===== src/plg_pkg.sv =====
// Shared constants and types for the polygon shoelace area block.
// No dependencies; imported by every module under src except plg_fifo.
package plg_pkg;

  // Default parameter values handed down from the top level.
  localparam int unsigned CoordWidthDef  = 16;
  localparam int unsigned MaxVerticesDef = 1024;

  // Running cross-product sum wraps modulo 2^SumW.
  localparam int unsigned SumW   = 48;
  // Result area width, in half units (one implied fraction bit).
  localparam int unsigned AreaW  = 33;
  localparam logic [AreaW-1:0] AreaMax = {AreaW{1'b1}};

  // Polygons with fewer vertices than this are flagged.
  localparam int unsigned TooFewLimit = 3;

  // Depth of the queue between the front and back parts.
  localparam int unsigned QueueDepth = 2;

  // Per-vertex control flags travelling from front to back.
  typedef struct packed {
    logic first;    // opens a new polygon
    logic last;     // closes the polygon, a result follows
    logic too_few;  // polygon has fewer than three vertices so far
  } plg_ctrl_t;

  localparam int unsigned CtrlW = $bits(plg_ctrl_t);

endpackage


===== src/plg_fifo.sv =====
// Small register-based queue between the front and back parts.
// Depends on nothing but its parameters.
module plg_fifo #(
  parameter int unsigned WIDTH = 8,
  parameter int unsigned DEPTH = 2
) (
  input  logic             clk_i,
  input  logic             rst_ni,
  input  logic             push_i,
  input  logic [WIDTH-1:0] data_i,
  output logic             full_o,
  input  logic             pop_i,
  output logic [WIDTH-1:0] data_o,
  output logic             empty_o
);

  localparam int unsigned PtrW = (DEPTH > 1) ? $clog2(DEPTH) : 1;
  localparam int unsigned CntW = $clog2(DEPTH + 1);

  logic [WIDTH-1:0] mem_q [DEPTH];
  logic [PtrW-1:0]  wr_ptr_q, wr_ptr_d;
  logic [PtrW-1:0]  rd_ptr_q, rd_ptr_d;
  logic [CntW-1:0]  cnt_q, cnt_d;
  logic             do_push, do_pop;

  assign full_o  = (cnt_q == CntW'(DEPTH));
  assign empty_o = (cnt_q == '0);
  assign data_o  = mem_q[rd_ptr_q];

  assign do_push = push_i && !full_o;
  assign do_pop  = pop_i && !empty_o;

  always_comb begin
    wr_ptr_d = wr_ptr_q;
    rd_ptr_d = rd_ptr_q;
    cnt_d    = cnt_q;
    if (do_push) begin
      wr_ptr_d = (wr_ptr_q == PtrW'(DEPTH - 1)) ? '0 : PtrW'(wr_ptr_q + 1'b1);
    end
    if (do_pop) begin
      rd_ptr_d = (rd_ptr_q == PtrW'(DEPTH - 1)) ? '0 : PtrW'(rd_ptr_q + 1'b1);
    end
    if (do_push && !do_pop) begin
      cnt_d = CntW'(cnt_q + 1'b1);
    end else if (do_pop && !do_push) begin
      cnt_d = CntW'(cnt_q - 1'b1);
    end
  end

  always_ff @(posedge clk_i or negedge rst_ni) begin
    if (!rst_ni) begin
      wr_ptr_q <= '0;
      rd_ptr_q <= '0;
      cnt_q    <= '0;
    end else begin
      wr_ptr_q <= wr_ptr_d;
      rd_ptr_q <= rd_ptr_d;
      cnt_q    <= cnt_d;
    end
  end

  always_ff @(posedge clk_i) begin
    if (do_push) begin
      mem_q[wr_ptr_q] <= data_i;
    end
  end

endmodule


===== src/plg_front.sv =====
// Front part: accepts vertices, tracks start and previous vertex and the count,
// and queues one operand record per vertex. Depends on plg_pkg.
module plg_front #(
  parameter int unsigned COORD_WIDTH  = plg_pkg::CoordWidthDef,
  parameter int unsigned MAX_VERTICES = plg_pkg::MaxVerticesDef,
  parameter int unsigned CNT_W        = $clog2(MAX_VERTICES + 1),
  parameter int unsigned ENTRY_W      = 6 * COORD_WIDTH + CNT_W + plg_pkg::CtrlW
) (
  input  logic                   clk_i,
  input  logic                   rst_ni,
  input  logic                   in_valid_i,
  output logic                   in_ready_o,
  input  logic [COORD_WIDTH-1:0] x_i,
  input  logic [COORD_WIDTH-1:0] y_i,
  input  logic                   last_i,
  input  logic                   q_full_i,
  output logic                   push_o,
  output logic [ENTRY_W-1:0]     entry_o
);
  import plg_pkg::*;

  logic [COORD_WIDTH-1:0] start_x_q, start_y_q;
  logic [COORD_WIDTH-1:0] prev_x_q, prev_y_q;
  logic [CNT_W-1:0]       count_q, count_d;
  logic [CNT_W-1:0]       count_inc;
  logic [COORD_WIDTH-1:0] sx, sy;
  plg_ctrl_t              ctrl;

  assign in_ready_o = !q_full_i;
  assign push_o     = in_valid_i && !q_full_i;

  assign ctrl.first = (count_q == '0);
  assign ctrl.last  = last_i;
  assign count_inc  = (count_q < CNT_W'(MAX_VERTICES)) ? CNT_W'(count_q + 1'b1) : count_q;
  assign ctrl.too_few = (count_inc < CNT_W'(TooFewLimit));

  // A new polygon uses the incoming vertex as its own start point.
  assign sx = ctrl.first ? x_i : start_x_q;
  assign sy = ctrl.first ? y_i : start_y_q;

  assign entry_o = {ctrl, count_inc, sy, sx, y_i, x_i, prev_y_q, prev_x_q};

  assign count_d = last_i ? '0 : count_inc;

  always_ff @(posedge clk_i or negedge rst_ni) begin
    if (!rst_ni) begin
      count_q <= '0;
    end else if (push_o) begin
      count_q <= count_d;
    end
  end

  always_ff @(posedge clk_i) begin
    if (push_o) begin
      prev_x_q  <= x_i;
      prev_y_q  <= y_i;
      start_x_q <= sx;
      start_y_q <= sy;
    end
  end

endmodule


===== src/plg_back.sv =====
// Back part: multiplies, forms cross terms, accumulates and produces the
// saturated absolute sum in an output register. Depends on plg_pkg.
module plg_back #(
  parameter int unsigned COORD_WIDTH  = plg_pkg::CoordWidthDef,
  parameter int unsigned MAX_VERTICES = plg_pkg::MaxVerticesDef,
  parameter int unsigned CNT_W        = $clog2(MAX_VERTICES + 1),
  parameter int unsigned ENTRY_W      = 6 * COORD_WIDTH + CNT_W + plg_pkg::CtrlW
) (
  input  logic                     clk_i,
  input  logic                     rst_ni,
  input  logic                     q_empty_i,
  input  logic [ENTRY_W-1:0]       entry_i,
  output logic                     pop_o,
  output logic                     out_valid_o,
  input  logic                     out_ready_i,
  output logic [plg_pkg::AreaW-1:0] area_o,
  output logic [CNT_W-1:0]         count_o,
  output logic                     too_few_o
);
  import plg_pkg::*;

  localparam int unsigned CW   = COORD_WIDTH;
  localparam int unsigned PW   = 2 * CW;
  localparam int unsigned ExtW = (PW > SumW) ? PW : SumW;

  // Unpacked queue record.
  logic signed [CW-1:0] ax, ay, bx, by, sx, sy;
  logic [CNT_W-1:0]     e_cnt;
  plg_ctrl_t            e_ctrl;

  assign {e_ctrl, e_cnt, sy, sx, by, bx, ay, ax} = entry_i;

  logic en;

  // Stage 1: products
  logic                 v1_q;
  plg_ctrl_t            c1_q;
  logic [CNT_W-1:0]     n1_q;
  logic signed [PW-1:0] p1_q, q1_q, p2_q, q2_q;

  // Stage 2: cross terms reduced to the sum width
  logic                 v2_q;
  plg_ctrl_t            c2_q;
  logic [CNT_W-1:0]     n2_q;
  logic [SumW-1:0]      t1_q, t1_d, t2_q, t2_d;
  logic signed [ExtW-1:0] p1_x, q1_x, p2_x, q2_x;

  // Stage 3: accumulator and finished sum
  logic                 v3_q;
  logic                 tf3_q;
  logic [CNT_W-1:0]     n3_q;
  logic [SumW-1:0]      sum_q, sum_d, fin_q;

  // Output register
  logic                 out_valid_q;
  logic [AreaW-1:0]     area_q, area_d;
  logic [CNT_W-1:0]     count_q;
  logic                 too_few_q;
  logic [SumW-1:0]      mag;

  // The whole pipe moves unless a result waits in the output register.
  assign en    = !out_valid_q || out_ready_i;
  assign pop_o = en && !q_empty_i;

  assign p1_x = ExtW'(p1_q);
  assign q1_x = ExtW'(q1_q);
  assign p2_x = ExtW'(p2_q);
  assign q2_x = ExtW'(q2_q);

  assign t1_d = c1_q.first ? '0 : SumW'(p1_x[SumW-1:0] - q1_x[SumW-1:0]);
  assign t2_d = c1_q.last  ? SumW'(p2_x[SumW-1:0] - q2_x[SumW-1:0]) : '0;

  assign sum_d = SumW'((c2_q.first ? '0 : sum_q) + t1_q + t2_q);

  assign mag    = fin_q[SumW-1] ? SumW'(SumW'(0) - fin_q) : fin_q;
  assign area_d = (|mag[SumW-1:AreaW]) ? AreaMax : mag[AreaW-1:0];

  always_ff @(posedge clk_i or negedge rst_ni) begin
    if (!rst_ni) begin
      v1_q        <= 1'b0;
      v2_q        <= 1'b0;
      v3_q        <= 1'b0;
      out_valid_q <= 1'b0;
    end else if (en) begin
      v1_q        <= !q_empty_i;
      v2_q        <= v1_q;
      v3_q        <= v2_q && c2_q.last;
      out_valid_q <= v3_q;
    end
  end

  always_ff @(posedge clk_i) begin
    if (en) begin
      c1_q <= e_ctrl;
      n1_q <= e_cnt;
      p1_q <= ax * by;
      q1_q <= bx * ay;
      p2_q <= bx * sy;
      q2_q <= sx * by;

      c2_q <= c1_q;
      n2_q <= n1_q;
      t1_q <= t1_d;
      t2_q <= t2_d;

      if (v2_q) begin
        sum_q <= sum_d;
      end
      fin_q <= sum_d;
      n3_q  <= n2_q;
      tf3_q <= c2_q.too_few;

      area_q    <= area_d;
      count_q   <= n3_q;
      too_few_q <= tf3_q;
    end
  end

  assign out_valid_o = out_valid_q;
  assign area_o      = area_q;
  assign count_o     = count_q;
  assign too_few_o   = too_few_q;

endmodule


===== src/polygon_shoelace_area.sv =====
// Top level of the streaming shoelace polygon area block.
// Depends on plg_pkg, plg_front, plg_fifo and plg_back.
//
// Vertices arrive as beats on the slave stream: x in the low COORD_WIDTH bits
// of tdata, y above it, and tlast set on the final vertex of a polygon. Every
// vertex after the first adds its cross product with the previous one to a
// running sum; the tlast beat also adds the closing edge to the first vertex.
// Each polygon yields one beat on the master stream: tdata carries the
// absolute sum (twice the area, saturated at 2^33-1) in the low 33 bits and
// the vertex count (saturating at MAX_VERTICES) above it; tuser is set when
// the polygon had fewer than three vertices. Vertices without tlast produce
// no output beat.
// Throughput is one vertex per clock cycle, sustained without gaps while the
// receiver takes results, set by the four multipliers of the back part which
// take a new operand set every cycle. After its last vertex is accepted, a
// result passes the queue, product, cross-term and accumulate stages, then
// the output register. If the receiver stalls, the result holds in the output
// register and the whole back pipeline freezes; the two-entry queue then fills
// and s_axis_tready_o drops. Reset clears the vertex count, the queue and all
// valid flags, so the first vertex after reset opens a new polygon.
module polygon_shoelace_area #(
  parameter int unsigned COORD_WIDTH  = plg_pkg::CoordWidthDef,
  parameter int unsigned MAX_VERTICES = plg_pkg::MaxVerticesDef,
  parameter int unsigned CNT_W        = $clog2(MAX_VERTICES + 1),
  parameter int unsigned IN_DATA_W    = ((2 * COORD_WIDTH + 7) / 8) * 8,
  parameter int unsigned OUT_DATA_W   = ((plg_pkg::AreaW + CNT_W + 7) / 8) * 8
) (
  input  logic                  clk_i,
  input  logic                  rst_ni,
  // Slave stream
  input  logic                  s_axis_tvalid_i,
  output logic                  s_axis_tready_o,
  input  logic [IN_DATA_W-1:0]  s_axis_tdata_i,   // vertex_x, vertex_y, zero padding
  input  logic                  s_axis_tlast_i,   // last_vertex
  // Master stream
  output logic                  m_axis_tvalid_o,
  input  logic                  m_axis_tready_i,
  output logic [OUT_DATA_W-1:0] m_axis_tdata_o,   // area_halves, vertex_count, zero padding
  output logic                  m_axis_tuser_o    // too_few
);
  import plg_pkg::*;

  localparam int unsigned EntryW = 6 * COORD_WIDTH + CNT_W + CtrlW;

  logic              q_full, q_empty, push, pop;
  logic [EntryW-1:0] push_entry, pop_entry;
  logic [AreaW-1:0]  area;
  logic [CNT_W-1:0]  count;

  plg_front #(
    .COORD_WIDTH (COORD_WIDTH),
    .MAX_VERTICES(MAX_VERTICES),
    .CNT_W       (CNT_W),
    .ENTRY_W     (EntryW)
  ) u_front (
    .clk_i     (clk_i),
    .rst_ni    (rst_ni),
    .in_valid_i(s_axis_tvalid_i),
    .in_ready_o(s_axis_tready_o),
    .x_i       (s_axis_tdata_i[COORD_WIDTH-1:0]),
    .y_i       (s_axis_tdata_i[2*COORD_WIDTH-1:COORD_WIDTH]),
    .last_i    (s_axis_tlast_i),
    .q_full_i  (q_full),
    .push_o    (push),
    .entry_o   (push_entry)
  );

  // Decouples vertex bookkeeping from the arithmetic pipeline.
  plg_fifo #(
    .WIDTH(EntryW),
    .DEPTH(QueueDepth)
  ) u_queue (
    .clk_i  (clk_i),
    .rst_ni (rst_ni),
    .push_i (push),
    .data_i (push_entry),
    .full_o (q_full),
    .pop_i  (pop),
    .data_o (pop_entry),
    .empty_o(q_empty)
  );

  plg_back #(
    .COORD_WIDTH (COORD_WIDTH),
    .MAX_VERTICES(MAX_VERTICES),
    .CNT_W       (CNT_W),
    .ENTRY_W     (EntryW)
  ) u_back (
    .clk_i      (clk_i),
    .rst_ni     (rst_ni),
    .q_empty_i  (q_empty),
    .entry_i    (pop_entry),
    .pop_o      (pop),
    .out_valid_o(m_axis_tvalid_o),
    .out_ready_i(m_axis_tready_i),
    .area_o     (area),
    .count_o    (count),
    .too_few_o  (m_axis_tuser_o)
  );

  // Pack the result beat; spare top bits are zero.
  assign m_axis_tdata_o = OUT_DATA_W'({count, area});

endmodule


===== config.mk =====
export PLATFORM = sky130hd
export DESIGN_NAME = polygon_shoelace_area
export DESIGN_NICKNAME = d
export VERILOG_FILES = /design/src/plg_pkg.sv /design/src/plg_fifo.sv /design/src/plg_front.sv /design/src/plg_back.sv /design/src/polygon_shoelace_area.sv
export SDC_FILE = /design/constraint.sdc
export NUM_CORES = 2
export LEC_CHECK = 0
export ABC_AREA = 1
export BUFFER_PORTS_ARGS = -buffer_cell sky130_fd_sc_hd__buf_2
export CORE_MARGIN = 2
export CORE_UTILIZATION = 35
export CTS_CLUSTER_SIZE = 40
export DETAILED_ROUTE_END_ITERATION = 12
export GPL_ROUTABILITY_DRIVEN = 0
export PLACE_DENSITY_LB_ADDON = 0.12
export SLEW_MARGIN = 20
export SYNTH_ARGS = -nofsm -noshare
export SYNTH_HDL_FRONTEND = slang
export SYNTH_SLANG_ARGS = --single-unit

===== constraint.sdc =====
create_clock -name clk_i -period 24.7 [get_ports clk_i]
set_input_delay 4.94 -clock clk_i [delete_from_list [all_inputs] [get_ports clk_i]]
set_output_delay 4.94 -clock clk_i [all_outputs]
set_load 0.005 [all_outputs]

==> summary.md <==
| Metric | Value |
|---|---|
| FF-to-FF path depth | 25 |
| Min-Delay Path Class | reg -> reg |
| Part of the cycle the worst path needs | 0.3498 |
| Skew-Pair Late Insertion Delay | 0.72 ns |
| Setup Skew | 0.04778 ns |
| Worst r2r dst | u_back.p1_q[26]$_DFFE_PN_ |
| Ys async rst share | 0.02802 |
| Top cells by area, synth | fa_1 (30%), edfxtp_1 (27%), inv_1 (8.6%) |
| RR Startpoint | u_queue.rd_ptr_q$_DFFE_PN0P_ |
| Filler cell count in the final layout | 20,760 |
| Synth warn | 0 |
| # rows | 166 |
| Core region area | 204,800 um^2 |
| Synthesized flop and latch total | 678 |
| Antenna violations before repair | 7 |
| Synthesis-to-layout area growth | 9.213% |
| I/O Buffers | 83 |
| Post-place instance area | 76,230 um^2 |
| CTS clk-pin slew, worst paths | 0.07 ns |
| Largest area contributor in the netlist | fa_1 |
| Starting Density | 0.3526 |
| Worst reg2reg setup slack | 16.06 ns |
| Total GRT Usage | 0.2150 |
| Hold path startpoint | u_back.n3_q[8]$_DFFE_PN_ |
| Worst EP arrival | 9.10 ns |
| CP most frequent cell | fa_1 |
| Die W | 458.2 um |
| Share of the synthesized area in the top cell type | 0.3044 |
| Relative slew slack | 0.2809 |
| Fmax achieved | 0.1157 GHz |
| Final hold vios | 0 |
| DRT Pass-1 Iters | 6 |
| CTS max path bufs | 3 |
| Grt ovf | 0 |
| Synth Area per Inst | 9.397 um^2 |
| CP required | 25.16 ns |
| Worst path slowest cell | clkinv_1 |
| Finish-stage setup viols | 0 |
| CTS tree | done |
| WL final | 224.5 mm |
| Number of global-route vias before repair | 54,181 |
| Dpl hpwl | 180.0 mm |
| DRC violations left | 0 |
| Die area | 210,000 um^2 |
| Min Tclk post-route | 8.641 ns |
| H-tree depth | 3 |
| Via count | 51,777 |
| Yosys cell types | 58 |
| CTS Buf Count | 79 |
| Status | complete, no violations |
| # IOs | 88 |
| Cells after synthesis | 7,684 |
| RSZ-0062 raised after global routing | false |
| TNS Setup | 0 ns |
| Avg WL per Cell | 21.30 um |
| Clock sinks | 678 |
| Crit Path Class | reg -> reg |
| First-pass GRT wire length | 340.0 mm |
| Hold path depth | 0 |
| Register area share after synthesis | 0.2806 |
| # resized after CTS | 0 |
| Max Cap Viol | 0 |
| Final-stage net count | 9,364 |
| Worst stage delay on the critical path | 0.84 ns |
| Crit. End Element | register |
| Root Driver | clkbuf_16 |
| Crit path max fanout | 61 |
| Hold_buf cts | 0 |
| Largest net degree at the start of global routing | 87 |
| Post-synth EDFFs | 659 |
| Tightest Pin Transition | 1.077 ns |
| Layout cells sized above 1 | 0.06981 |
| Vias/cell | 4.913 |
| Antenna Violating Nets Remaining | 0 |
| DRT iter0 DRCs | 3,784 |
| CP startpoint kind | register |
| Synthesized area | 72,210 um^2 |
| DIE HEIGHT | 458.2 um |
| Design Area, Final | 78,860 um^2 |
| Ys flop type | edfxtp_1 |
| Post-CTS setup buffers | 0 |
| Final count of pins violating max slew | 0 |
| Hold endpoint | u_back.count_o[8]$_DFFE_PN_ |
-- per-stage QoR --
| stage | util | worst slack (ns) | std cells | hold slack (ns) |
|---|---|---|---|---|
| after detailed placement | 0.3722 | 15.98 | 10394 | 0.4056 |
| final | 0.3851 | 16.06 | 10539 | 0.4070 |
| after global placement | 0.3722 | 15.98 | 10394 | 0.4041 |
| after global routing | 0.3851 | 15.42 | 10539 | 0.4170 |
| after CTS | 0.3851 | 15.94 | 10538 | 0.4132 |
| after floorplan | - | 10.71 | 7687 | 0.4003 |
-- cells by family (layout without fill, tap and decap cells) --
group,after synthesis,in the layout,share of synthesized area
and+or+nand+nor,2598,2598,0.1490
AOI/OAI and AO/OA,773,773,0.06008
buffers and inverters,1834,1997,0.09643
muxes,38,38,0.005822
other,1,5,0.00005193
DFF,678,678,0.2806
adders and majority gates,1540,1540,0.3810
xor gates and xnor gates,222,222,0.02693
-- layout make-up --
cell class              count  area (um^2)  area share
clock buffers              92         2046     0.02594
clock inverters            52        584.3    0.007410
multi-input cells        5175        45140      0.5725
diodes                      1        2.502  0.00003173
well taps                2688         3363     0.04265
flip-flops and latches    678        20270      0.2570
inverters                1668         6270     0.07951
repair buffers            185         1181     0.01498
-- synth_stat cells, types with 10 or more instances --
cell type  count
a211oi_1      14
a21boi_0      18
a21o_1        21
a21oi_1      327
a31oi_1       16
buf_2         12
clkbuf_1     142
clkinv_1      17
dfrtp_1       19
edfxtp_1     659
fa_1        1098
ha_1         442
inv_1       1649
mux2_2        32
nand2_1     1185
nand3_1      164
nand3_2       19
nand3b_1      12
nand4_1       51
nor2_1       969
nor2_2        12
nor3_1        40
nor4_1        22
o21a_1        27
o21ai_0      242
o21ai_1       29
o21ai_2       29
o21bai_1      22
o22ai_1       10
or2_2        102
xnor2_1       77
xor2_1       145
-- placed cells by master (no fill, tap or decap), drive strengths merged, types with 4 or more instances in the layout --
master and n:
nor4 23, a21o 21, o21bai 22, xnor2 77, a211oi 14, fa 1098, a31oi 16, conb 4
nand2b 4, nor2 987, o211ai 5, dfrtp 19, xor2 145, buf 185, a21oi 327, nand3b 12
clkinv 48, o21a 27, nand4 52, or2 102, inv 1657, o22ai 10, edfxtp 659, nor3 42
clkbuf 92, nand2 1189, nand3 183, mux2 32, clkinvlp 9, ha 442, o21ai 301, a21boi 18
mux2i 6, bufinv 6
-- worst max-delay path by stage --
stage                                       startpoint  cells after the start                      endpoint
after floorplan                        m_axis_tready_i                      7  u_queue.cnt_q[1]$_DFFE_PN0P_
after global routing      u_queue.rd_ptr_q$_DFFE_PN0P_                     29     u_back.p1_q[26]$_DFFE_PN_
final                     u_queue.rd_ptr_q$_DFFE_PN0P_                     25     u_back.p1_q[26]$_DFFE_PN_
after global placement    u_queue.rd_ptr_q$_DFFE_PN0P_                     29     u_back.p1_q[26]$_DFFE_PN_
after CTS                 u_queue.rd_ptr_q$_DFFE_PN0P_                     24     u_back.p1_q[26]$_DFFE_PN_
after detailed placement  u_queue.rd_ptr_q$_DFFE_PN0P_                     25     u_back.p1_q[26]$_DFFE_PN_
-- state kept, by name, indices dropped and copies added (netlist names), 2 cells and up --
register	flops
u_back.n1_q	11
u_back.p2_q	32
u_front.count_q	11
u_back.count_o	11
u_queue.mem_q	220
u_queue.cnt_q	2
u_front.prev_y_q	16
u_front.prev_x_q	16
u_back.q2_q	32
u_back.c1_q	3
u_back.t2_q	33
u_back.q1_q	32
u_back.c2_q	3
u_back.fin_q	48
u_back.p1_q	32
u_back.area_o	33
u_back.sum_q	48
u_front.start_y_q	16
u_back.n2_q	11
u_back.n3_q	11
u_back.t1_q	33
u_front.start_x_q	16
-- worst max-delay path: cells and delay by family (launching register included) --
family	cells	cell delay, ns
adders and majority gates	7	3.38
buffers and inverters	7	2.10
and+or+nand+nor	9	1.93
DFF	1	0.61
AOI/OAI and AO/OA	2	0.28
-- routing by layer --
| metal | part of all wire | GRT usage | routed length (um) |
|---|---|---|---|
| met1 | 0.45 | 0.2989 | 101800 |
| met2 | 0.47 | 0.3516 | 104900 |
| met3 | 0.053 | 0.03242 | 11980 |
| met4 | 0.026 | 0.05433 | 5823 |
| met5 | 0.00011 | 0 | 25 |
Power is left out: the tool's default activity adds up to more than one toggle a clock period on the data nets, which glitch-free logic cannot reach.
